File: config.mk
export PLATFORM = sky130hd
export DESIGN_NAME = fxa_div_step
export DESIGN_NICKNAME = d
export VERILOG_FILES = /design/src/sv/fxa_pkg.sv /design/src/sv/fxa_div_step.sv
export SDC_FILE = /design/constraint.sdc
export NUM_CORES = 1
export LEC_CHECK = 0
export ABC_AREA = 1
export BUFFER_PORTS_ARGS = -buffer_cell sky130_fd_sc_hd__buf_2
export CORE_MARGIN = 4
export CORE_UTILIZATION = 43
export DETAILED_ROUTE_END_ITERATION = 8
export PLACE_DENSITY = 0.72
export SYNTH_ARGS = -nofsm -noshare
export SYNTH_HDL_FRONTEND = slang
export SYNTH_SLANG_ARGS = --single-unit
export TNS_END_PERCENT = 5
File: constraint.sdc
create_clock -name clk -period 6.1 [get_ports clk]
set_clock_uncertainty 0.15 [all_clocks]
set_input_delay 0.61 -clock clk [delete_from_list [all_inputs] [get_ports clk]]
set_output_delay 0.61 -clock clk [all_outputs]
set_load 0.1 [all_outputs]
File: src/sv/fxa_pkg.sv
// Shared constants, mode codes and pipeline side-band type for the Q24.8 ALU.
package fxa_pkg;

  localparam int DEF_FRACTION_BITS = 8;
  localparam int VALUE_W           = 32;
  localparam int MODE_W            = 4;

  localparam logic [MODE_W-1:0] MODE_ADD      = 4'd0;
  localparam logic [MODE_W-1:0] MODE_SUB      = 4'd1;
  localparam logic [MODE_W-1:0] MODE_MUL      = 4'd2;
  localparam logic [MODE_W-1:0] MODE_DIV      = 4'd3;
  localparam logic [MODE_W-1:0] MODE_GT       = 4'd4;
  localparam logic [MODE_W-1:0] MODE_LT       = 4'd5;
  localparam logic [MODE_W-1:0] MODE_GE       = 4'd6;
  localparam logic [MODE_W-1:0] MODE_LE       = 4'd7;
  localparam logic [MODE_W-1:0] MODE_EQ       = 4'd8;
  localparam logic [MODE_W-1:0] MODE_NE       = 4'd9;
  localparam logic [MODE_W-1:0] MODE_MIN      = 4'd10;
  localparam logic [MODE_W-1:0] MODE_MAX      = 4'd11;
  localparam logic [MODE_W-1:0] MODE_INC      = 4'd12;
  localparam logic [MODE_W-1:0] MODE_DEC      = 4'd13;
  localparam logic [MODE_W-1:0] MODE_FROM_INT = 4'd14;
  localparam logic [MODE_W-1:0] MODE_TO_INT   = 4'd15;

  // Result side-band that rides along the divider chain.
  typedef struct packed {
    logic               is_div;
    logic               neg_q;
    logic               dz;
    logic               cmp;
    logic [VALUE_W-1:0] value;
  } side_t;

endpackage

File: src/sv/fxa_div_step.sv
// One restoring-division stage: produces one quotient bit per register stage.
module fxa_div_step import fxa_pkg::*; #(
  parameter int DW = VALUE_W + DEF_FRACTION_BITS
) (
  input  logic               clk,
  input  logic               rst_n,
  input  logic               en,
  input  logic               in_valid,
  input  side_t              in_side,
  input  logic [VALUE_W-1:0] in_rem,
  input  logic [DW-1:0]      in_quo,
  input  logic [VALUE_W-1:0] in_dsr,
  output logic               out_valid,
  output side_t              out_side,
  output logic [VALUE_W-1:0] out_rem,
  output logic [DW-1:0]      out_quo,
  output logic [VALUE_W-1:0] out_dsr
);

  logic               v_r;
  side_t              side_r;
  logic [VALUE_W-1:0] rem_r, rem_nxt, dsr_r;
  logic [DW-1:0]      quo_r, quo_nxt;
  logic [VALUE_W:0]   trial, diff;
  logic               fits;

  always_comb begin
    trial   = {in_rem, in_quo[DW-1]};
    diff    = trial - {1'b0, in_dsr};
    fits    = trial >= {1'b0, in_dsr};
    rem_nxt = fits ? diff[VALUE_W-1:0] : trial[VALUE_W-1:0];
    quo_nxt = {in_quo[DW-2:0], fits};
  end

  always_ff @(posedge clk) begin
    if (!rst_n) begin
      v_r <= 1'b0;
    end else if (en) begin
      v_r <= in_valid;
    end
  end

  always_ff @(posedge clk) begin
    if (en) begin
      side_r <= in_side;
      rem_r  <= rem_nxt;
      quo_r  <= quo_nxt;
      dsr_r  <= in_dsr;
    end
  end

  assign out_valid = v_r;
  assign out_side  = side_r;
  assign out_rem   = rem_r;
  assign out_quo   = quo_r;
  assign out_dsr   = dsr_r;

endmodule

==> impl_metrics.env <==
export IMPL_fp_dieH_um=139
export IMPL_antenna_found_initial=1
export IMPL_grt_total_usage=0.220
export IMPL_port_buffers=284
export IMPL_crit_arrival_ns=3.03
export IMPL_timing_fmax_mhz=331
export IMPL_dp_hpwl_um=17000
export IMPL_ys_types=27
export IMPL_syn_avg_cell_area_um2=9.35
export IMPL_die_area_um2=19400
export IMPL_leakagePower_nw=4.94
export IMPL_powerDensity_nw_per_um2=348
export IMPL_cts_setup_buffers=0
export IMPL_synth_largest_area_cell="edfxtp_1"
export IMPL_synth_edf_count=140
export IMPL_cts_tree="built"
export IMPL_clkLatencyLatePin_ns=0.41
export IMPL_rows=47
export IMPL_ys_ff_latch=141
export IMPL_rsz0062_at_grt="false"
export IMPL_drt_iter0_drc=375
export IMPL_cts_max_level=4
export IMPL_clock_root_buffer="clkbuf_16"
export IMPL_path_clk_slew_ns=0.07
export IMPL_grt_start_max_net_pins=87
export IMPL_viasPerCell=4.66
export IMPL_cp_start_kind="input port"
export IMPL_grt_pass1_wl_um=33100
export IMPL_gr_total_overflow=0
export IMPL_final_setup_viol_count=0
export IMPL_report_final_slew_viol_count=0
export IMPL_ir_worst_vdd_v=0.000187
export IMPL_finalWeightedCongestion=0.861
export IMPL_synthArstFlopShare=0
export IMPL_route_detailed_drc=0
export IMPL_cts_resized=0
export IMPL_core_area_um2=16700
export IMPL_fillers=1534
export IMPL_wl_um=21500
export IMPL_netlist_area_um2=7400
export IMPL_syn_num_nets=968
export IMPL_worstSetupPathType="in -> reg"
export IMPL_maxCapViolCount=0
export IMPL_hold_class="in -> reg"
export IMPL_critPathCaptureType="flop"
export IMPL_finalHoldViolCount=0
export IMPL_max_slew_margin=0.385
export IMPL_ios=285
export IMPL_worstPathRequired_ns=6.11
export IMPL_synth_area_leaders="edfxtp_1 57%, nand2_1 14%, inv_1 7.7%"
export IMPL_yosys_warnings=0
export IMPL_numCtsBuffers=17
export IMPL_drive_gt1_frac=0.309
export IMPL_postCtsHoldBufs=0
export IMPL_layout_min_cycle_time_ns=3.02
export IMPL_status="completed"
export IMPL_fin_nets=1262
export IMPL_synth_top_area_share=0.568
export IMPL_synthFlopType="edfxtp_1"
export IMPL_crit_fanout=35
export IMPL_vias=6145
export IMPL_antenna_left=0
export IMPL_wl_per_cell_um=16.3
export IMPL_initial_utilization=0.443
export IMPL_firstDrtPassIters=5
export IMPL_dieWidth_um=139
export IMPL_fin_ws_ns=3.08
export IMPL_period_share=0.496
export IMPL_clock_sinks=141
export IMPL_finalSetupTns_ns=0
export IMPL_clockBufferDepth=2
export IMPL_worst_slew_pin_transition_ns=0.920
export IMPL_synth_cells=791
export IMPL_syn_to_final_growth_pct=29.8
export IMPL_dp_slack_ns=2.65
export IMPL_grt_pass1_vias=6006
export IMPL_seq_area_frac_synth=0.571
path summary, 6_finish.rpt:
path                     startpoint                endpoint  slack [ns]  depth (start not counted)
max                      in_rem[27]    out_rem[0]$_DFFE_PP_        3.08                         12
min                      in_quo[26]   out_quo[27]$_DFFE_PP_        0.21                          1
max reg2reg  out_valid$_SDFFE_PN0P_  out_valid$_SDFFE_PN0P_        5.30                          2
min reg2reg  out_valid$_SDFFE_PN0P_  out_valid$_SDFFE_PN0P_        0.39                          2
worst max-delay path: stages:
cell and delay (ns):
buf_2 0.11, ha_1 0.34, nand2_1 0.19, inv_1 0.06
nand2_1 0.06, nand2_1 0.06, a21oi_1 0.22, nand2_1 0.12
nor2_4 0.71, nand2_8 0.30, nand2_1 0.14, o21ai_0 0.09
cell type report:
cell class | count | area, µm² | share of cell area
Sequential cell | 141 | 4220 | 0.440
Antenna cell | 1 | 2.50 | 0.000261
Multi-Input combinational cell | 489 | 2520 | 0.263
Tap cell | 220 | 275 | 0.0287
Timing Repair Buffer | 285 | 1440 | 0.149
Clock buffer | 17 | 425 | 0.0443
Clock inverter | 15 | 153 | 0.0159
Inverter | 151 | 567 | 0.0590
layer usage:
layer | GRT usage | vias up | share of wire
met3 | 0.0569 | 20 | 0.070
met1 | 0.270 | 2790 | 0.42
li1 | - | 3127 | -
met4 | 0.0705 | 0 | 0.016
met2 | 0.381 | 208 | 0.50
met5 | 0 | - | 0
cells in the final DEF, fill, tap and decap left out, drive strengths merged:
cell type	instances
clkinv	6
o21ai	3
diode	1
ha	32
xor2	13
and2	8
nand4	3
nor2	38
clkbuf	17
fa	1
a21o	2
bufinv	1
a21oi	22
dfxtp	1
nand2	279
nand3	67
clkinvlp	1
xnor2	1
edfxtp	140
buf	285
nand3b	11
nor3	9
inv	158
registers in the layout (all words and copies together), names as in the netlist:
signal and flops:
out_valid 1, out_dsr 32, out_rem 32, out_side 36
out_quo 40
cells by family (layout without fill, tap and decap cells):
| group | Yosys count | in the layout | share of synthesized area |
|---|---|---|---|
| AND/OR/NAND/NOR | 415 | 415 | 0.248 |
| buffers and inverters | 161 | 468 | 0.0883 |
| flip-flops | 141 | 141 | 0.571 |
| adder cells (fa/ha/maj) | 33 | 33 | 0.0568 |
| AO/OA/AOI/OAI | 27 | 27 | 0.0189 |
| XOR/XNOR | 14 | 14 | 0.0166 |
| other | 0 | 1 | 0 |
synth_stat cells (2+ instances only):
cell / count
nor3_1: 6
inv_1: 151
and2_1: 8
nand4_1: 3
nor3_2: 3
nand2_2: 3
edfxtp_1: 140
a21o_1: 2
nand3b_1: 11
buf_2: 7
nand3_2: 11
xor2_1: 13
nor2_1: 34
nor2_2: 3
a21oi_1: 22
ha_1: 32
buf_12: 2
o21ai_0: 3
nand2_1: 274
nand3_1: 56
through the flow:
stage	std cells	area (µm²)	util	hold WS (ns)	power, mW
floorplan	791	7400	-	0.553	2.13
global placement	1286	9020	0.540	0.378	2.34
detailed placement	1286	9020	0.540	0.386	2.35
CTS	1318	9600	0.575	0.191	3.38
global route	1319	9600	0.575	0.192	3.48
finish	1319	9600	0.575	0.211	3.34
power by group:
group          leakage [nW]  total [mW]  internal (mW)  switching (mW)
clock                 0.282        1.02          0.574           0.442
sequential             1.38        1.20           1.18          0.0203
combinational          3.28        1.13          0.193           0.939
total                  4.94        3.34           1.94            1.40
Power figures use the tool's default switching activity.
