[config.mk]
export PLATFORM = sky130hd
export DESIGN_NAME = fxa_front
export DESIGN_NICKNAME = d
export VERILOG_FILES = /design/src/sv/fxa_pkg.sv /design/src/sv/fxa_front.sv
export SDC_FILE = /design/constraint.sdc
export NUM_CORES = 2
export LEC_CHECK = 0
export ABC_AREA = 0
export BUFFER_PORTS_ARGS = -buffer_cell sky130_fd_sc_hd__buf_2
export CAP_MARGIN = 20
export CORE_MARGIN = 8
export CORE_UTILIZATION = 45
export CTS_CLUSTER_DIAMETER = 30
export DETAILED_ROUTE_END_ITERATION = 7
export HOLD_SLACK_MARGIN = 0.08
export PLACE_DENSITY = 0.6
export REMOVE_ABC_BUFFERS = 1
export SLEW_MARGIN = 20
export SYNTH_ARGS = -nofsm -noshare
export SYNTH_HDL_FRONTEND = slang
export SYNTH_SLANG_ARGS = --single-unit
[constraint.sdc]
create_clock -name clk -period 20.4 [get_ports clk]
set_clock_uncertainty 0.2 [all_clocks]
set_input_delay 1.02 -clock clk [delete_from_list [all_inputs] [get_ports clk]]
set_output_delay 1.02 -clock clk [all_outputs]
set_load 0.01 [all_outputs]
[src/sv/fxa_pkg.sv]
// Shared constants, mode codes and pipeline side-band type for the Q24.8 ALU.
package fxa_pkg;

  localparam int DEF_FRACTION_BITS = 8;
  localparam int VALUE_W           = 32;
  localparam int MODE_W            = 4;

  localparam logic [MODE_W-1:0] MODE_ADD      = 4'd0;
  localparam logic [MODE_W-1:0] MODE_SUB      = 4'd1;
  localparam logic [MODE_W-1:0] MODE_MUL      = 4'd2;
  localparam logic [MODE_W-1:0] MODE_DIV      = 4'd3;
  localparam logic [MODE_W-1:0] MODE_GT       = 4'd4;
  localparam logic [MODE_W-1:0] MODE_LT       = 4'd5;
  localparam logic [MODE_W-1:0] MODE_GE       = 4'd6;
  localparam logic [MODE_W-1:0] MODE_LE       = 4'd7;
  localparam logic [MODE_W-1:0] MODE_EQ       = 4'd8;
  localparam logic [MODE_W-1:0] MODE_NE       = 4'd9;
  localparam logic [MODE_W-1:0] MODE_MIN      = 4'd10;
  localparam logic [MODE_W-1:0] MODE_MAX      = 4'd11;
  localparam logic [MODE_W-1:0] MODE_INC      = 4'd12;
  localparam logic [MODE_W-1:0] MODE_DEC      = 4'd13;
  localparam logic [MODE_W-1:0] MODE_FROM_INT = 4'd14;
  localparam logic [MODE_W-1:0] MODE_TO_INT   = 4'd15;

  // Result side-band that rides along the divider chain.
  typedef struct packed {
    logic               is_div;
    logic               neg_q;
    logic               dz;
    logic               cmp;
    logic [VALUE_W-1:0] value;
  } side_t;

endpackage

[src/sv/fxa_front.sv]
// Front stages: simple ops, multiplier and divider operand prep (two register stages).
module fxa_front import fxa_pkg::*; #(
  parameter int FRACTION_BITS = DEF_FRACTION_BITS,
  parameter int DW            = VALUE_W + FRACTION_BITS
) (
  input  logic                      clk,
  input  logic                      rst_n,
  input  logic                      en,
  input  logic                      in_valid,
  input  logic [MODE_W-1:0]         in_mode,
  input  logic signed [VALUE_W-1:0] in_a,
  input  logic signed [VALUE_W-1:0] in_b,
  output logic                      out_valid,
  output side_t                     out_side,
  output logic [DW-1:0]             out_quo,
  output logic [VALUE_W-1:0]        out_dsr
);

  localparam logic [VALUE_W:0]     TI_BIAS  = (33'd1 << FRACTION_BITS) - 33'd1;
  localparam logic [2*VALUE_W-1:0] MUL_BIAS = (64'd1 << FRACTION_BITS) - 64'd1;

  logic                        v1_r, v2_r;
  logic                        mul1_r;
  side_t                       side1_r, side1_nxt, side2_r, side2_nxt;
  logic signed [2*VALUE_W-1:0] prod1_r;
  logic [DW-1:0]               quo1_r, quo1_nxt, quo2_r;
  logic [VALUE_W-1:0]          dsr1_r, dsr1_nxt, dsr2_r;

  logic signed [VALUE_W:0]     ti_sum, ti_shift;
  logic                        lt, eq;
  logic [VALUE_W-1:0]          abs_a;
  logic signed [2*VALUE_W-1:0] mul_sum, mul_shift;

  always_comb begin
    lt       = in_a < in_b;
    eq       = in_a == in_b;
    ti_sum   = {in_a[VALUE_W-1], in_a} + (in_a[VALUE_W-1] ? TI_BIAS : '0);
    ti_shift = ti_sum >>> FRACTION_BITS;
    abs_a    = in_a[VALUE_W-1] ? VALUE_W'(-in_a) : VALUE_W'(in_a);
    dsr1_nxt = in_b[VALUE_W-1] ? VALUE_W'(-in_b) : VALUE_W'(in_b);
    quo1_nxt = DW'(abs_a) << FRACTION_BITS;

    side1_nxt        = '0;
    side1_nxt.is_div = in_mode == MODE_DIV;
    side1_nxt.neg_q  = in_a[VALUE_W-1] ^ in_b[VALUE_W-1];
    side1_nxt.dz     = (in_mode == MODE_DIV) && (in_b == '0);
    case (in_mode)
      MODE_ADD:      side1_nxt.value = in_a + in_b;
      MODE_SUB:      side1_nxt.value = in_a - in_b;
      MODE_GT:       side1_nxt.cmp   = !lt && !eq;
      MODE_LT:       side1_nxt.cmp   = lt;
      MODE_GE:       side1_nxt.cmp   = !lt;
      MODE_LE:       side1_nxt.cmp   = lt || eq;
      MODE_EQ:       side1_nxt.cmp   = eq;
      MODE_NE:       side1_nxt.cmp   = !eq;
      MODE_MIN:      side1_nxt.value = lt ? in_a : in_b;
      MODE_MAX:      side1_nxt.value = (!lt && !eq) ? in_a : in_b;
      MODE_INC:      side1_nxt.value = in_a + 32'sd1;
      MODE_DEC:      side1_nxt.value = in_a - 32'sd1;
      MODE_FROM_INT: side1_nxt.value = in_a <<< FRACTION_BITS;
      MODE_TO_INT:   side1_nxt.value = ti_shift[VALUE_W-1:0];
      default:       side1_nxt.value = '0;
    endcase
  end

  // Multiply finish: truncate toward zero by biasing negatives before the shift.
  always_comb begin
    mul_sum   = prod1_r + (prod1_r[2*VALUE_W-1] ? MUL_BIAS : '0);
    mul_shift = mul_sum >>> FRACTION_BITS;
    side2_nxt = side1_r;
    if (mul1_r) begin
      side2_nxt.value = mul_shift[VALUE_W-1:0];
    end
  end

  always_ff @(posedge clk) begin
    if (!rst_n) begin
      v1_r <= 1'b0;
      v2_r <= 1'b0;
    end else if (en) begin
      v1_r <= in_valid;
      v2_r <= v1_r;
    end
  end

  always_ff @(posedge clk) begin
    if (en) begin
      mul1_r  <= in_mode == MODE_MUL;
      side1_r <= side1_nxt;
      prod1_r <= in_a * in_b;
      quo1_r  <= quo1_nxt;
      dsr1_r  <= dsr1_nxt;
      side2_r <= side2_nxt;
      quo2_r  <= quo1_r;
      dsr2_r  <= dsr1_r;
    end
  end

  assign out_valid = v2_r;
  assign out_side  = side2_r;
  assign out_quo   = quo2_r;
  assign out_dsr   = dsr2_r;

endmodule

==> results.yml <==
outcome:
  status: "finished clean"
global_routing:
  grt_pass1_wl_um: 246600
  grt-ovfl-total: 0
  grt_use_total: 0.2550
  antenna_found_initial: 12
  grt_start_max_net_pins: 107
  grt_pass1_vias: 40610
yosys:
  syn_inst: 5314
  yosysSeqAreaShare: 0.1438
  synth_top_area_frac: 0.4269
  synthTopCellsByArea: "fa_1 43%, edfxtp_1 14%, inv_1 8.5%"
  yosys_warnings: 0
  ys.flop_type: "edfxtp_1"
  synthArstFlopShare: 0
  synth_area_um2: 50830
  synth_edf_count: 242
  synth-seq-cells: 244
  synth.distinct_cells: 75
  syn_avg_cell_area_um2: 9.566
  netlist.top_cell.by_area: "fa_1"
run:
  drv_cap: 0
routing:
  wire_per_inst_um: 22.62
  ant_nets: 0
  drt_wl_total_um: 155400
  drc: 0
  avgViaCountPerCell: 5.420
  drt-initial-drc-count: 2941
  vias: 37250
  firstDrtPassIters: 6
clock_network:
  clockBufferDepth: 3
  hold_buffers: 0
  post_cts.repair.setup_buffers: 0
  cts_tree: "done"
  post_cts_resized: 0
  htreeDepth: 2
  clock_sinks: 244
  cts_root_buf: "clkbuf_16"
  cts_buffers: 52
  clock_latency_ps: 590
  cts.clk_slew.worst_paths_ps: 50
timing:
  drv_slew: 0
  period_share: 0.4607
  rsz0062_at_grt: "no"
  finalSetupViolCount: 0
  min_period_ps: 9399
  final-hold-violation-count: 0
  fin_setup_tns_ps: 0
  fmax_mhz: 106.4
  whs_ps: 207.1
  max_slew.worst_pin.slew_ps: 1148
  relSlewSlack: 0.2345
worst_setup_path:
  slowest_stage: "clkinv_1"
  crit_path_frequent_cell: "fa_1"
  worst-endpoint-required_ps: 20500
  crit_path_max_incr_delay_ps: 840
  crit_family: "adder cells"
  critPathBufInv: 7
  path_class: "in2reg"
  critPathLaunchType: "primary input"
  path_max_fanout: 27
  endpoint_kind: "flop"
  worstPathArrival_ps: 9500
place:
  io_buffers: 172
  dp.final_hpwl_um: 115000
  numPlacedInstances: 6773
  globalplace.congestion: 0.9354
floorplanning:
  fp.dieW_um: 352.1
  fp.dieH_um: 352.1
  die_area_um2: 124000
  ioPinCount: 181
  initial_core_util: 0.4525
  core_region_area_um2: 112300
  rows: 123
cells_and_area:
  finalNonFillerCells: 6873
  drive_above_1_share: 0.06930
  area_growth_pct: 7.958
  final_util: 0.4885
  nets: 6778
worst_hold_path:
  hold_class: "reg2reg"
-- synth_stat cells (all sizes together) (12+ instances only) --
cell / n
nand3: 63
a21o: 46
o31ai: 15
nor3: 35
xnor2: 181
edfxtp: 242
o21a: 12
nand2b: 30
or4: 12
buf: 57
o21bai: 16
a21oi: 142
inv: 1156
clkbuf: 243
nand4: 33
or3: 17
nand2: 676
a31oi: 26
ha: 295
and2: 381
o21ai: 89
o211ai: 15
nor2: 172
nor2b: 20
a221o: 18
xor2: 50
and3: 27
fa: 1084
-- placed cells by master, fill, tap and decap left out, types with 12 or more instances in the layout --
master / count
buf_2: 171
or3_1: 17
a21o_1: 46
edfxtp_1: 242
o21bai_1: 16
o31ai_1: 15
nor3_1: 32
xnor2_1: 181
a31oi_1: 26
o21a_1: 12
nor2b_1: 20
nand2b_1: 30
fa_1: 1084
nand2_1: 676
xor2_1: 50
nand4_1: 32
a21oi_1: 142
clkbuf_16: 52
nand3_1: 63
a221o_1: 18
o211ai_1: 15
and2_1: 381
ha_1: 295
and3_1: 27
inv_1: 1149
nor2_1: 170
buf_4: 80
o21ai_0: 83
-- worst register-to-register path, cell delays in order, from the launching register on --
cell and delay (ps):
edfxtp_1 710, ha_1 460, a31o_2 140, a21o_1 100
a21o_1 100, a21oi_1 90, o21ai_0 660, and4_1 490
nand4_1 260, or4_1 450, a31oi_1 470
-- per-stage QoR --
stage | instance area [um2] | setup WS (ps)
4_1_cts | 54860 | 10670
3_5_place_dp | 53040 | 10110
2_1_floorplan | 49690 | 12360
5_1_grt | 54860 | 10350
3_3_place_gp | 53040 | 10090
6_report | 54880 | 11000
-- state kept, by name (all words and copies together), names as in the netlist --
signal     count
prod1_r       41
dsr1_r        32
out_dsr       32
v1_r           1
mul1_r         1
quo1_r        32
out_valid      1
out_side      36
side1_r       36
out_quo       32
-- final cells by class --
cell class | instances | area, um2
inverters | 1157 | 4343
flip-flops and latches | 244 | 7307
clock inverters | 42 | 514.2
repair buffers | 252 | 1471
well taps | 1500 | 1877
clock buffers | 53 | 1305
fillers | 10610 | 57470
multi-input cells | 3620 | 38050
diodes | 5 | 12.51
-- cell families after synthesis --
| logic type | share of synthesized area |
|---|---|
| mux | 0.002068 |
| buf+inv | 0.1084 |
| flops | 0.1438 |
| other cells | 0.00007377 |
| simple gates | 0.1437 |
| fa+ha+maj | 0.4995 |
| compound gates | 0.06262 |
| xor+xnor | 0.03980 |
-- layer usage --
layer,wire length (um),vias to the layer above,global-route usage
li1,-,16190,-
met1,66320,19330,0.3536
met2,71340,1474,0.4109
met3,12700,260,0.04579
met4,5049,4,0.07309
met5,27,-,0
-- path summary, 6_finish.rpt --
| kind | startpoint | to | slack [ps] | depth (start not counted) |
|---|---|---|---|---|
| hold reg to reg | quo1_r[10]$_DFFE_PP_ | out_quo[10]$_DFFE_PP_ | 210 | 0 |
| setup / recovery | in_a[1] | prod1_r[63]$_DFFE_PP_ | 11000 | 26 |
| setup reg to reg | prod1_r[63]$_DFFE_PP_ | out_side[28]$_DFFE_PP_ | 16010 | 10 |
| hold / removal | quo1_r[10]$_DFFE_PP_ | out_quo[10]$_DFFE_PP_ | 210 | 0 |
Power is not shown: default switching activity piles up to over one toggle a cycle in this logic, so the estimate is an artifact.
