--- src/sv/fxa_pkg.sv ---
// Shared constants, mode codes and pipeline side-band type for the Q24.8 ALU.
package fxa_pkg;

  localparam int DEF_FRACTION_BITS = 8;
  localparam int VALUE_W           = 32;
  localparam int MODE_W            = 4;

  localparam logic [MODE_W-1:0] MODE_ADD      = 4'd0;
  localparam logic [MODE_W-1:0] MODE_SUB      = 4'd1;
  localparam logic [MODE_W-1:0] MODE_MUL      = 4'd2;
  localparam logic [MODE_W-1:0] MODE_DIV      = 4'd3;
  localparam logic [MODE_W-1:0] MODE_GT       = 4'd4;
  localparam logic [MODE_W-1:0] MODE_LT       = 4'd5;
  localparam logic [MODE_W-1:0] MODE_GE       = 4'd6;
  localparam logic [MODE_W-1:0] MODE_LE       = 4'd7;
  localparam logic [MODE_W-1:0] MODE_EQ       = 4'd8;
  localparam logic [MODE_W-1:0] MODE_NE       = 4'd9;
  localparam logic [MODE_W-1:0] MODE_MIN      = 4'd10;
  localparam logic [MODE_W-1:0] MODE_MAX      = 4'd11;
  localparam logic [MODE_W-1:0] MODE_INC      = 4'd12;
  localparam logic [MODE_W-1:0] MODE_DEC      = 4'd13;
  localparam logic [MODE_W-1:0] MODE_FROM_INT = 4'd14;
  localparam logic [MODE_W-1:0] MODE_TO_INT   = 4'd15;

  // Result side-band that rides along the divider chain.
  typedef struct packed {
    logic               is_div;
    logic               neg_q;
    logic               dz;
    logic               cmp;
    logic [VALUE_W-1:0] value;
  } side_t;

endpackage

--- src/sv/fxa_back.sv ---
// Result stage: applies quotient sign, zeroes divide-by-zero results and holds the output register.
module fxa_back import fxa_pkg::*; #(
  parameter int DW = VALUE_W + DEF_FRACTION_BITS
) (
  input  logic               clk,
  input  logic               rst_n,
  input  logic               en,
  input  logic               in_valid,
  input  side_t              in_side,
  input  logic [DW-1:0]      in_quo,
  output logic               out_valid,
  output logic [VALUE_W-1:0] out_value,
  output logic               out_cmp,
  output logic               out_dz
);

  logic               v_r;
  logic [VALUE_W-1:0] value_r, value_nxt, q_lo;
  logic               cmp_r, dz_r;

  always_comb begin
    q_lo      = in_quo[VALUE_W-1:0];
    value_nxt = in_side.value;
    if (in_side.is_div) begin
      if (in_side.dz) begin
        value_nxt = '0;
      end else begin
        value_nxt = in_side.neg_q ? VALUE_W'(-q_lo) : q_lo;
      end
    end
  end

  always_ff @(posedge clk) begin
    if (!rst_n) begin
      v_r <= 1'b0;
    end else if (en) begin
      v_r <= in_valid;
    end
  end

  always_ff @(posedge clk) begin
    if (en) begin
      value_r <= value_nxt;
      cmp_r   <= in_side.cmp;
      dz_r    <= in_side.dz;
    end
  end

  assign out_valid = v_r;
  assign out_value = value_r;
  assign out_cmp   = cmp_r;
  assign out_dz    = dz_r;

endmodule

--- config.mk ---
export PLATFORM = sky130hd
export DESIGN_NAME = fxa_back
export DESIGN_NICKNAME = d
export VERILOG_FILES = /design/src/sv/fxa_pkg.sv /design/src/sv/fxa_back.sv
export SDC_FILE = /design/constraint.sdc
export NUM_CORES = 1
export LEC_CHECK = 0
export BUFFER_PORTS_ARGS = -buffer_cell sky130_fd_sc_hd__buf_2
export CORE_MARGIN = 2
export CORE_UTILIZATION = 40
export DETAILED_ROUTE_END_ITERATION = 10
export PLACE_DENSITY = 0.78
export SETUP_SLACK_MARGIN = 0.02
export SLEW_MARGIN = 20
export SYNTH_ARGS = -nofsm -noshare
export SYNTH_HDL_FRONTEND = slang
export SYNTH_SLANG_ARGS = --single-unit
--- constraint.sdc ---
create_clock -name clk -period 2.9 [get_ports clk]
set_input_delay 0.725 -clock clk [delete_from_list [all_inputs] [get_ports clk]]
set_output_delay 0.725 -clock clk [all_outputs]
set_load 0.01 [all_outputs]
==> summary.md, run 1 <==
| Metric | Value |
|---|---|
| Worst reg2reg path depth | 2 |
| Initial antenna violation count | 0 |
| CTS tree | yes |
| ANT nets after route | 0 |
| Die H | 81.9 µm |
| Post-Syn Nets | 331 |
| Vias in the first global route | 2285 |
| Post-DP HPWL | 5270 µm |
| Comb power frac | 23.2% |
| Commonest cells after routing, fill and taps aside | buf_2, edfxtp_1, nand2_1, buf_4, nand3_1 |
| P_sw | 0.368 mW |
| FFs w/ async S/R, synth | 0% |
| Post-synth top flop | edfxtp_1 |
| R2r setup slk | 2.31 ns |
| Initial DRC Count | 179 |
| Sequential-to-total area share from yosys stat | 42.8% |
| Root buffer cell | clkbuf_8 |
| Largest cells by area after synthesis | edfxtp_1, a32oi_1, or4_1 |
| Routability congestion estimate | 0.884 |
| Number of remaining DRC errors | 0 |
| Synth top area share | 42.0% |
| Core area | 0.00589 mm² |
| P&R area growth vs syn | 31.2% |
| Slew HR | 44.1% |
| Crit-path slowest cell | or4_4 |
| RSZ-0062 raised after global routing | false |
| Row count | 28 |
| Die Wd | 81.9 µm |
| Fillers | 569 |
| Port Buffers | 106 |
| Critical path startpoint category | primary input |
| Flop pwr share | 47.7% |
| Maximum VDD drop | 209 µV |
| Netlist Area Pre-Place | 0.00243 mm² |
| Final Skew | 0 ns |
| Final Hold Violating Endpoints | 0 |
| Share of cells above drive strength 1 | 38.3% |
| Post-Route WL | 7130 µm |
| Worst path cell trace | buf_2 -> inv_1 -> ha_1 -> or3b_2 -> or4_4 -> or4_1 -> nand3_1 |
| GRT Util Overall | 21.2% |
| Status | completed |
| # hold bufs at CTS | 0 |
| PnR worst setup slack | 0.282 ns |
| Post-route cell area | 0.00319 mm² |
| Max-cap violation count | 0 |
| Worst setup path category | primary input to register |
| Clock network power share | 29.2% |
| Post-synthesis cell type count | 45 |
| Max Freq | 0.382 GHz |
| Antenna Diode Count | 0 |
| Final setup fails | 0 |
| Largest net degree at the start of global routing | 36 |
| Fin Setup TNS | 0 ns |
| Initial core utilization | 41.3% |
| Max Slew Vio Count | 0 |
| Cells after DPL | 427 |
| Fin crit share | 90.3% |
| Endpoint class of the critical path | register |
| Power Internal | 0.935 mW |
| Pre-antenna DRT Iters | 5 |
| Synth Register Bits | 35 |
| Worst hold path depth | 2 |
| Place WS | 0.00118 ns |
| Number of clock sinks | 35 |
| Number of synthesis warnings | 0 |
| Mapped Cells | 250 |
| Hold slack | 0.515 ns |
| Slowest stage delay, CP | 0.62 ns |
| Clock Latency Late Sink | 0.29 ns |
| Via Count | 2577 |
| Post-synth top area cell | edfxtp_1 |
| Nets@finish | 440 |
| Worst hold path type | register to register |
| CTS max path bufs | 2 |
| First-pass GRT wire length | 10700 µm |
| Post-synth EDFFs | 34 |
| Required @ worst endpoint | 3.04 ns |
| Power Dens Cells | 409 mW/mm² |
| RR Endpoint | out_valid$_SDFFE_PN0P_ |
| Endpoint with the worst hold slack | out_valid$_SDFFE_PN0P_ |
| Non-Filler Instances | 435 |
| Reg2Reg Launch Point | out_valid$_SDFFE_PN0P_ |
| CP Max Fanout | 12 |
| HP Start | out_valid$_SDFFE_PN0P_ |
| Cell Area, Placed | 0.00309 mm² |
| # IOs | 115 |
| Sw frac | 28.2% |
| CTS buffer count | 5 |
| Die ar. | 0.00671 mm² |
| Pleak | 1.26 nW |
| Synth Area per Inst | 9.72 µm² |
| Post_cts resized | 0 |
| Congestion Overflow GR | 0 |
| Via density | 5.92 |
| Worst path arrival time | 2.76 ns |
| Most common cell after layout, fill and taps aside | buf_2 |
| Clock slew at reported path FFs | 0.08 ns |
| Min cycle time layout | 2.62 ns |
| H-tree Lvls | 2 |
| Measured slew at the worst slew-check pin | 0.839 ns |
| WL/cell | 16.4 µm |
| Post CTS Setup Buffer Count | 0 |
==> worst max path at each step <==
stage / start / endpoint / slack [ns]
global placement: in_quo[0] / out_value[28]$_DFFE_PP_ / 0.03
CTS: in_quo[0] / out_value[22]$_DFFE_PP_ / 0.29
floorplan: in_quo[0] / out_value[22]$_DFFE_PP_ / 0.04
detailed placement: in_quo[0] / out_value[22]$_DFFE_PP_ / 0.001
global route: in_quo[0] / out_value[22]$_DFFE_PP_ / 0.22
finish: in_quo[0] / out_value[22]$_DFFE_PP_ / 0.28
==> cell usage after synthesis (all sizes together) (2+ instances only) <==
master and instances:
o2bb2ai 3, and3 3, nor4 7, a22o 9
a311o 3, nand4 4, edfxtp 34, nand3b 3
inv 6, o211ai 2, a2111o 2, mux2i 3
nor2b 5, xor2 2, o31ai 7, o2111ai 4
o21ai 10, nor3 8, nand3 16, xnor2 10
clkbuf 16, or3 8, a31oi 3, o41ai 3
nand2b 2, a221oi 2, nand2 20, a2111oi 2
or4 14, a32oi 12, buf 5, nor2 13
==> power by group through the flow <==
stage / Sequential [mW] / Combinational (mW) / Clock, mW
floorplan: 0.660 / 0.115 / 0
global placement: 0.631 / 0.295 / 0
detailed placement: 0.633 / 0.301 / 0
CTS: 0.622 / 0.302 / 0.391
global route: 0.625 / 0.331 / 0.411
finish: 0.621 / 0.302 / 0.380
==> worst max-delay path, delay by kind of cell <==
family / cells / cell delay (ns)
adders and majority gates: 1 / 0.15
and+or+nand+nor: 4 / 1.73
buffers and inverters: 2 / 0.16
==> area by class of cell <==
cell class              instances  area [µm²]  share of cell area (%)
well taps                      75        93.8                    2.94
inverters                       7        26.3                   0.824
clock buffers                   6        82.6                    2.59
clock inverters                 2        16.3                   0.510
repair buffers                123         658                    20.6
flip-flops and latches         35        1040                    32.7
multi-input cells             187        1270                    39.8
==> metrics by stage <==
step	utilization, %	power, mW
after floorplan	-	0.775
after global placement	52.5	0.926
after detailed placement	52.5	0.934
after CTS	54.2	1.31
after global routing	54.2	1.37
final	54.2	1.30
==> logic make-up after synthesis <==
group / after synthesis / synth area share (%)
buffers and inverters: 28 / 4.99
and+or+nand+nor: 106 / 24.6
muxes: 3 / 1.24
adders and majority gates: 1 / 0.515
AOI/OAI and AO/OA: 65 / 21.5
DFF: 35 / 42.8
xor gates and xnor gates: 12 / 4.33
==> state kept, by name (all words and copies together) (netlist names) <==
signal,count
out_valid,1
out_value,32
out_dz,1
out_cmp,1
==> per-layer routing <==
layer  up-vias  wire [µm]  global-route usage [%]
met4         0         76                    8.00
met3        10        633                    4.51
met5         -          0                       0
met2       135       3320                    34.5
li1       1225          -                       -
met1      1207       3110                    27.6
(Power assumes the default switching activity.)
==> inputs of run 2 (changes only) <==
- BUFFER_PORTS_ARGS: -buffer_cell sky130_fd_sc_hd__buf_2 -> not set
- DONT_BUFFER_PORTS: not set -> 1
- PLACE_DENSITY: 0.78 -> 0.61
==> run 2 against run 1 <==
Effect of this change:
- global-route usage rose by 0.49 points
- core utilization down 9.6 points
- worst hold slack better by 0.0094 ns
- setup slack better by 0.091 ns
- combinational power is 55% lower
- die area unchanged
- sequential power increased by 5.5%
- non-clock buffer count decreased by 113
- clock skew did not move
- critical endpoint is now out_value[30]$_DFFE_PP_
- sequential share of layout area grew 7.0 points
- cell count is 26% lower
- register-to-register slack worse by 0.04 ns
==> summary.md, run 2 (synthesized netlist as in run 1, its figures left out) <==
| Metric | Value |
|---|---|
| Worst hold path depth | 0 (-2) |
| P_sw | 0.311 mW (-15%) |
| R2r setup slk | 2.27 ns (-0.04 ns) |
| Measured slew at the worst slew-check pin | 0.858 ns (+0.0192 ns) |
| Via Count | 2159 (-16%) |
| CTS buffer count | 5 (unchanged) |
| Clock Latency Late Sink | 0.29 ns (about the same) |
| RSZ-0062 raised after global routing | false |
| # hold bufs at CTS | 0 (unchanged) |
| Power Dens Cells | 476 mW/mm² (+17%) |
| Final Hold Violating Endpoints | 0 (unchanged) |
| Bufs and invs on worst path | 1 (-1) |
| Final setup fails | 0 (unchanged) |
| Vias in the first global route | 2121 (-7.2%) |
| GRT Util Overall | 21.7% (+0.49 points) |
| Non-Filler Instances | 322 (-26%) |
| Initial antenna violation count | 0 (unchanged) |
| Max Slew Vio Count | 0 (unchanged) |
| Power Internal | 0.938 mW (+0.34%) |
| Largest net degree at the start of global routing | 36 (unchanged) |
| WL/cell | 22.0 µm (+34%) |
| Die ar. | 0.00671 mm² (unchanged) |
| Nets@finish | 327 (-26%) |
| HP Start | in_side[32] |
| Worst reg2reg path depth | 2 (unchanged) |
| Hold slack | 0.525 ns (+0.00940 ns) |
| Post-Route WL | 7090 µm (-0.62%) |
| Post CTS Setup Buffer Count | 0 (unchanged) |
| Number of remaining DRC errors | 0 (unchanged) |
| Slew HR | 42.7% (-1.3 points) |
| Required @ worst endpoint | 3.05 ns (about the same) |
| P&R area growth vs syn | 7.93% |
| Cell Area, Placed | 0.00251 mm² (-19%) |
| Final Skew | 0 ns (unchanged) |
| Endpoint with the worst hold slack | out_cmp$_DFFE_PP_ |
| Worst path arrival time | 2.68 ns (-0.08 ns) |
| Max-cap violation count | 0 (unchanged) |
| Crit path max-delay family | simple AND/OR/NAND/NOR gates |
| Clock slew at reported path FFs | 0.08 ns (about the same) |
| Share of cells above drive strength 1 | 10.1% (-28 points) |
| Post-route cell area | 0.00262 mm² (-18%) |
| Fin crit share | 87.1% (-3.1 points) |
| Post-DP HPWL | 4990 µm (-5.3%) |
| Initial DRC Count | 112 (-37%) |
| Max Freq | 0.396 GHz (+3.6%) |
| Reg2Reg Launch Point | out_valid$_SDFFE_PN0P_ |
| Cells after DPL | 314 (-26%) |
| Number of clock sinks | 35 (unchanged) |
| Status | completed |
| Antenna Diode Count | 0 (unchanged) |
| Place WS | 0.0924 ns (+0.0912 ns) |
| Commonest cells after routing, fill and taps aside | edfxtp_1, nand2_1, nand3_1, nor2_1 |
| Worst hold path type | primary input to register |
| Fin Setup TNS | 0 ns (unchanged) |
| Worst setup path category | primary input to register |
| ANT nets after route | 0 (unchanged) |
| Min cycle time layout | 2.53 ns (-0.0913 ns) |
| Pleak | 0.817 nW (-35%) |
| RR Endpoint | out_valid$_SDFFE_PN0P_ |
| CP Max Fanout | 12 (unchanged) |
| Most common cell after layout, fill and taps aside | edfxtp_1 |
| Pre-antenna DRT Iters | 4 (-1) |
| PnR worst setup slack | 0.373 ns (+0.0913 ns) |
| Routability congestion estimate | 0.785 (-11%) |
| Via density | 6.70 (+13%) |
| Critical path startpoint category | primary input |
| CTS tree | yes |
| Comb power frac | 10.9% (-12 points) |
| Die H | 81.9 µm (unchanged) |
| H-tree Lvls | 2 (unchanged) |
| Root buffer cell | clkbuf_8 |
| Initial core utilization | 41.3% (unchanged) |
| Core area | 0.00589 mm² (unchanged) |
| Sw frac | 24.9% (-3.3 points) |
| Worst path cell trace | inv_1 -> ha_1 -> or3b_2 -> or4_4 -> or4_1 -> nand3_1 |
| # IOs | 115 (unchanged) |
| Clock network power share | 36.7% (+7.5 points) |
| Slowest stage delay, CP | 0.63 ns (about the same) |
| CTS max path bufs | 2 (unchanged) |
| Post_cts resized | 0 (unchanged) |
| First-pass GRT wire length | 11000 µm (+3.1%) |
| Max reg flops | 32 (unchanged) |
| Congestion Overflow GR | 0 (unchanged) |
| Crit-path slowest cell | or4_4 |
| Endpoint class of the critical path | register |
| Flop pwr share | 52.4% (+4.7 points) |
| Row count | 28 (unchanged) |
| Die Wd | 81.9 µm (unchanged) |
| Maximum VDD drop | 292 µV (+39%) |
| Port Buffers | 0 (-100%) |
==> run 2: changes by cell type in the layout (fill, tap and decap cells not counted), sizes merged <==
cell and delta:
buf -113, bufinv +1, inv +1, clkinvlp -1, clkbuf -1
==> run 2: metrics by stage <==
stage | util, % | total power, mW
finish | 44.6 | 1.25
global route | 44.6 | 1.31
CTS | 44.6 | 1.27
detailed placement | 42.6 | 0.803
global placement | 42.6 | 0.798
floorplan | - | 0.775
==> run 2: final cells by class <==
cell class | instances | area [µm²]
fillers | 581 | 3260
multi-input cells | 187 | 1270
flip-flops and latches | 35 | 1040
well taps | 75 | 93.8
repair buffers | 10 | 75.1
clock buffers | 5 | 68.8
clock inverters | 3 | 47.5
inverters | 7 | 26.3
==> run 2: how the worst max path moves through the flow <==
stage	to	depth (start not counted)	slack, ns	start
final	out_value[30]$_DFFE_PP_	6	0.37	in_quo[0]
after global routing	out_value[28]$_DFFE_PP_	6	0.32	in_quo[0]
after CTS	out_value[30]$_DFFE_PP_	6	0.40	in_quo[0]
after detailed placement	out_value[30]$_DFFE_PP_	6	0.09	in_quo[0]
after global placement	out_value[30]$_DFFE_PP_	6	0.14	in_quo[0]
after floorplan	out_value[22]$_DFFE_PP_	8	0.04	in_quo[0]
==> run 2: per-layer routing <==
layer / vias to the layer above / wire length [µm] / GRT usage, %
met4: 0 / 130 / 8.67
met2: 107 / 3310 / 33.4
met1: 1039 / 2970 / 27.4
met5: - / 0 / 0
met3: 12 / 678 / 7.91
li1: 1001 / - / -
==> run 2: power by group through the flow <==
stage	sequential, mW	combinational (mW)	clock (mW)
2_1_floorplan	0.660	0.115	0
3_3_place_gp	0.666	0.132	0
3_5_place_dp	0.667	0.136	0
4_1_cts	0.656	0.136	0.478
5_1_grt	0.661	0.153	0.497
6_report	0.655	0.136	0.459
==> inputs of run 3 (changes only) <==
- ABC_AREA: not set -> 1
- PLACE_DENSITY: 0.61 -> 0.59
- TNS_END_PERCENT: not set -> 1
- clock period: 2.9 -> 2.8 ns (I/O delays scaled with it)
==> run 3 against run 2 <==
Effect of this change:
- power is 6.6% higher
- sequential power is 3.1% higher
- cell count is 26% higher
- routed wire length is 9.8% lower
- largest cell class unchanged
==> summary.md, run 3 <==
| Metric | Value |
|---|---|
| Fin crit share | 64.2% |
| Final Skew | 0 ns (unchanged) |
| Final Util | 44.6% (+0.075 points) |
| Total power | 1.33 mW (+6.6%) |
| Commonest cells after routing, fill and taps aside | nand2_1, edfxtp_1, nand3_1, o21ai_0 |
| Worst path arrival time | 1.93 ns (-0.75 ns) |
| Root buffer cell | clkbuf_8 |
| Clock Latency Late Sink | 0.29 ns (about the same) |
| Worst hold path type | primary input to register |
| Worst setup path category | primary input to register |
| Vias in the first global route | 2078 (-2.0%) |
| Max Slew Vio Count | 0 (unchanged) |
| Fin Setup TNS | 0 ns (unchanged) |
| Synth Area per Inst | 7.63 µm² (-22%) |
| # IOs | 115 (unchanged) |
| Number of synthesis warnings | 0 (unchanged) |
| Maximum VDD drop | 177 µV (-39%) |
| Clock slew at reported path FFs | 0.08 ns (about the same) |
| Number of remaining DRC errors | 0 (unchanged) |
| Port Buffers | 0 (unchanged) |
| Worst hold path depth | 0 (unchanged) |
| Flop pwr share | 50.7% (-1.7 points) |
| Pre-antenna DRT Iters | 4 (unchanged) |
| Most instantiated cells after synthesis | nand2_1, edfxtp_1, nand3_1 |
| Comb power frac | 12.7% (+1.8 points) |
| Die Wd | 83.2 µm (+1.6%) |
| Cell with the most instances after synthesis | nand2_1 |
| P_sw | 0.351 mW (+13%) |
| Netlist Area Pre-Place | 0.00251 mm² (+3.3%) |
| Max-cap violation count | 0 (unchanged) |
| Core area | 0.00599 mm² (+1.8%) |
| Initial antenna violation count | 0 (unchanged) |
| Pleak | 1.08 nW (+32%) |
| Die ar. | 0.00692 mm² (+3.1%) |
| Die H | 83.2 µm (+1.6%) |
| Power Internal | 0.981 mW (+4.5%) |
| CTS buffer count | 5 (unchanged) |
| Synth top area share | 40.7% (-1.3 points) |
| Post-Syn Nets | 410 (+24%) |
| Most common cell after layout, fill and taps aside | nand2_1 |
| # hold bufs at CTS | 0 (unchanged) |
| Number of clock sinks | 35 (unchanged) |
| Share of cells above drive strength 1 | 16.1% (+5.9 points) |
| CP Max Fanout | 33 (+21) |
| Status | completed |
| Worst reg2reg path depth | 2 (unchanged) |
| P&R area growth vs syn | 6.53% |
| Critical path startpoint category | primary input |
| Final setup fails | 0 (unchanged) |
| Row count | 28 (unchanged) |
| Post_cts resized | 0 (unchanged) |
| Post-Route WL | 6390 µm (-9.8%) |
| Clock network power share | 36.7% (about the same) |
| First-pass GRT wire length | 10300 µm (-6.9%) |
| Post-synth EDFFs | 34 (unchanged) |
| Hold slack | 0.497 ns (-0.0274 ns) |
| Slew HR | 60.8% (+18 points) |
| Initial core utilization | 41.9% (+0.61 points) |
| Min cycle time layout | 1.80 ns |
| Place WS | 0.696 ns (+0.604 ns) |
| Cells after DPL | 397 (+26%) |
| Congestion Overflow GR | 0 (unchanged) |
| Post-synth top area cell | edfxtp_1 |
| Largest net degree at the start of global routing | 37 (+2.8%) |
| CTS tree | yes |
| PnR worst setup slack | 1.00 ns (+0.630 ns) |
| Measured slew at the worst slew-check pin | 0.587 ns (-0.271 ns) |
| ANT nets after route | 0 (unchanged) |
| Max reg flops | 32 (unchanged) |
| Sequential-to-total area share from yosys stat | 41.5% (-1.4 points) |
| Largest cells by area after synthesis | edfxtp_1, nand2_1, nand3_1 |
| Post-DP HPWL | 4800 µm (-3.8%) |
| Routability congestion estimate | 0.869 (+11%) |
| Sw frac | 26.3% (+1.4 points) |
| Endpoint class of the critical path | register |
| Nets@finish | 410 (+25%) |
| Non-Filler Instances | 405 (+26%) |
| RSZ-0062 raised after global routing | false |
| Via density | 5.25 (-22%) |
| Synth Register Bits | 35 (unchanged) |
| H-tree Lvls | 2 (unchanged) |
| CTS max path bufs | 2 (unchanged) |
| Max Freq | 0.556 GHz |
| GRT Util Overall | 18.6% (-3.1 points) |
| Cell Area, Placed | 0.00256 mm² (+2.0%) |
| Post-synth top flop | edfxtp_1 |
| Power Dens Cells | 498 mW/mm² (+4.5%) |
| FFs w/ async S/R, synth | 0% (unchanged) |
| Final Hold Violating Endpoints | 0 (unchanged) |
| Antenna Diode Count | 0 (unchanged) |
| WL/cell | 15.8 µm (-28%) |
| Initial DRC Count | 105 (-6.3%) |
| Mapped Cells | 329 (+32%) |
| Post-synthesis cell type count | 30 (-33%) |
| Post CTS Setup Buffer Count | 0 (unchanged) |
| Required @ worst endpoint | 2.94 ns (-0.11 ns) |
| Post-route cell area | 0.00267 mm² (+2.0%) |
| Via Count | 2128 (-1.4%) |
run 3: cell type report:
cell class	instances	area, µm²
Clock inverter	2	35.0
Inverter	30	115
Clock buffer	6	82.6
Multi-Input combinational cell	256	1300
Fill cell	613	3320
Sequential cell	35	1040
Timing Repair Buffer	1	7.51
Tap cell	75	93.8
run 3: per-layer routing:
metal,part of all wire (%),GRT usage [%],up-vias
met5,0,0,-
met1,44,23.2,935
met2,45,29.6,76
li1,-,-,1108
met3,8.9,7.16,9
met4,1.8,6.26,0
run 3: cell families after synthesis:
family                   after synthesis  share of synthesized area (%)
AND/OR/NAND/NOR                      201                           39.0
flip-flops                            35                           41.5
AO/OA/AOI/OAI                         54                           12.2
adder cells (fa/ha/maj)                1                          0.498
buffers and inverters                 38                           6.78
run 3: worst paths after layout:
check | start | end | slack, ns
worst max register to register | out_valid$_SDFFE_PN0P_ | out_valid$_SDFFE_PN0P_ | 2.12
worst max-delay path | in_side[35] | out_value[14]$_DFFE_PP_ | 1.00
worst min register to register | out_valid$_SDFFE_PN0P_ | out_valid$_SDFFE_PN0P_ | 0.60
worst min-delay path | in_side[32] | out_cmp$_DFFE_PP_ | 0.50
run 3: critical path: stages:
cell	delay, ns
inv_2	0.21
nor2_2	0.39
buf_4	0.33
o21ai_0	0.13
o21ai_1	0.17
run 3: power by group through the flow:
stage	combinational (mW)	sequential [mW]	clock, mW
6_report	0.169	0.675	0.489
5_1_grt	0.194	0.680	0.515
4_1_cts	0.169	0.677	0.495
3_5_place_dp	0.169	0.687	0
3_3_place_gp	0.166	0.688	0
2_1_floorplan	0.148	0.682	0
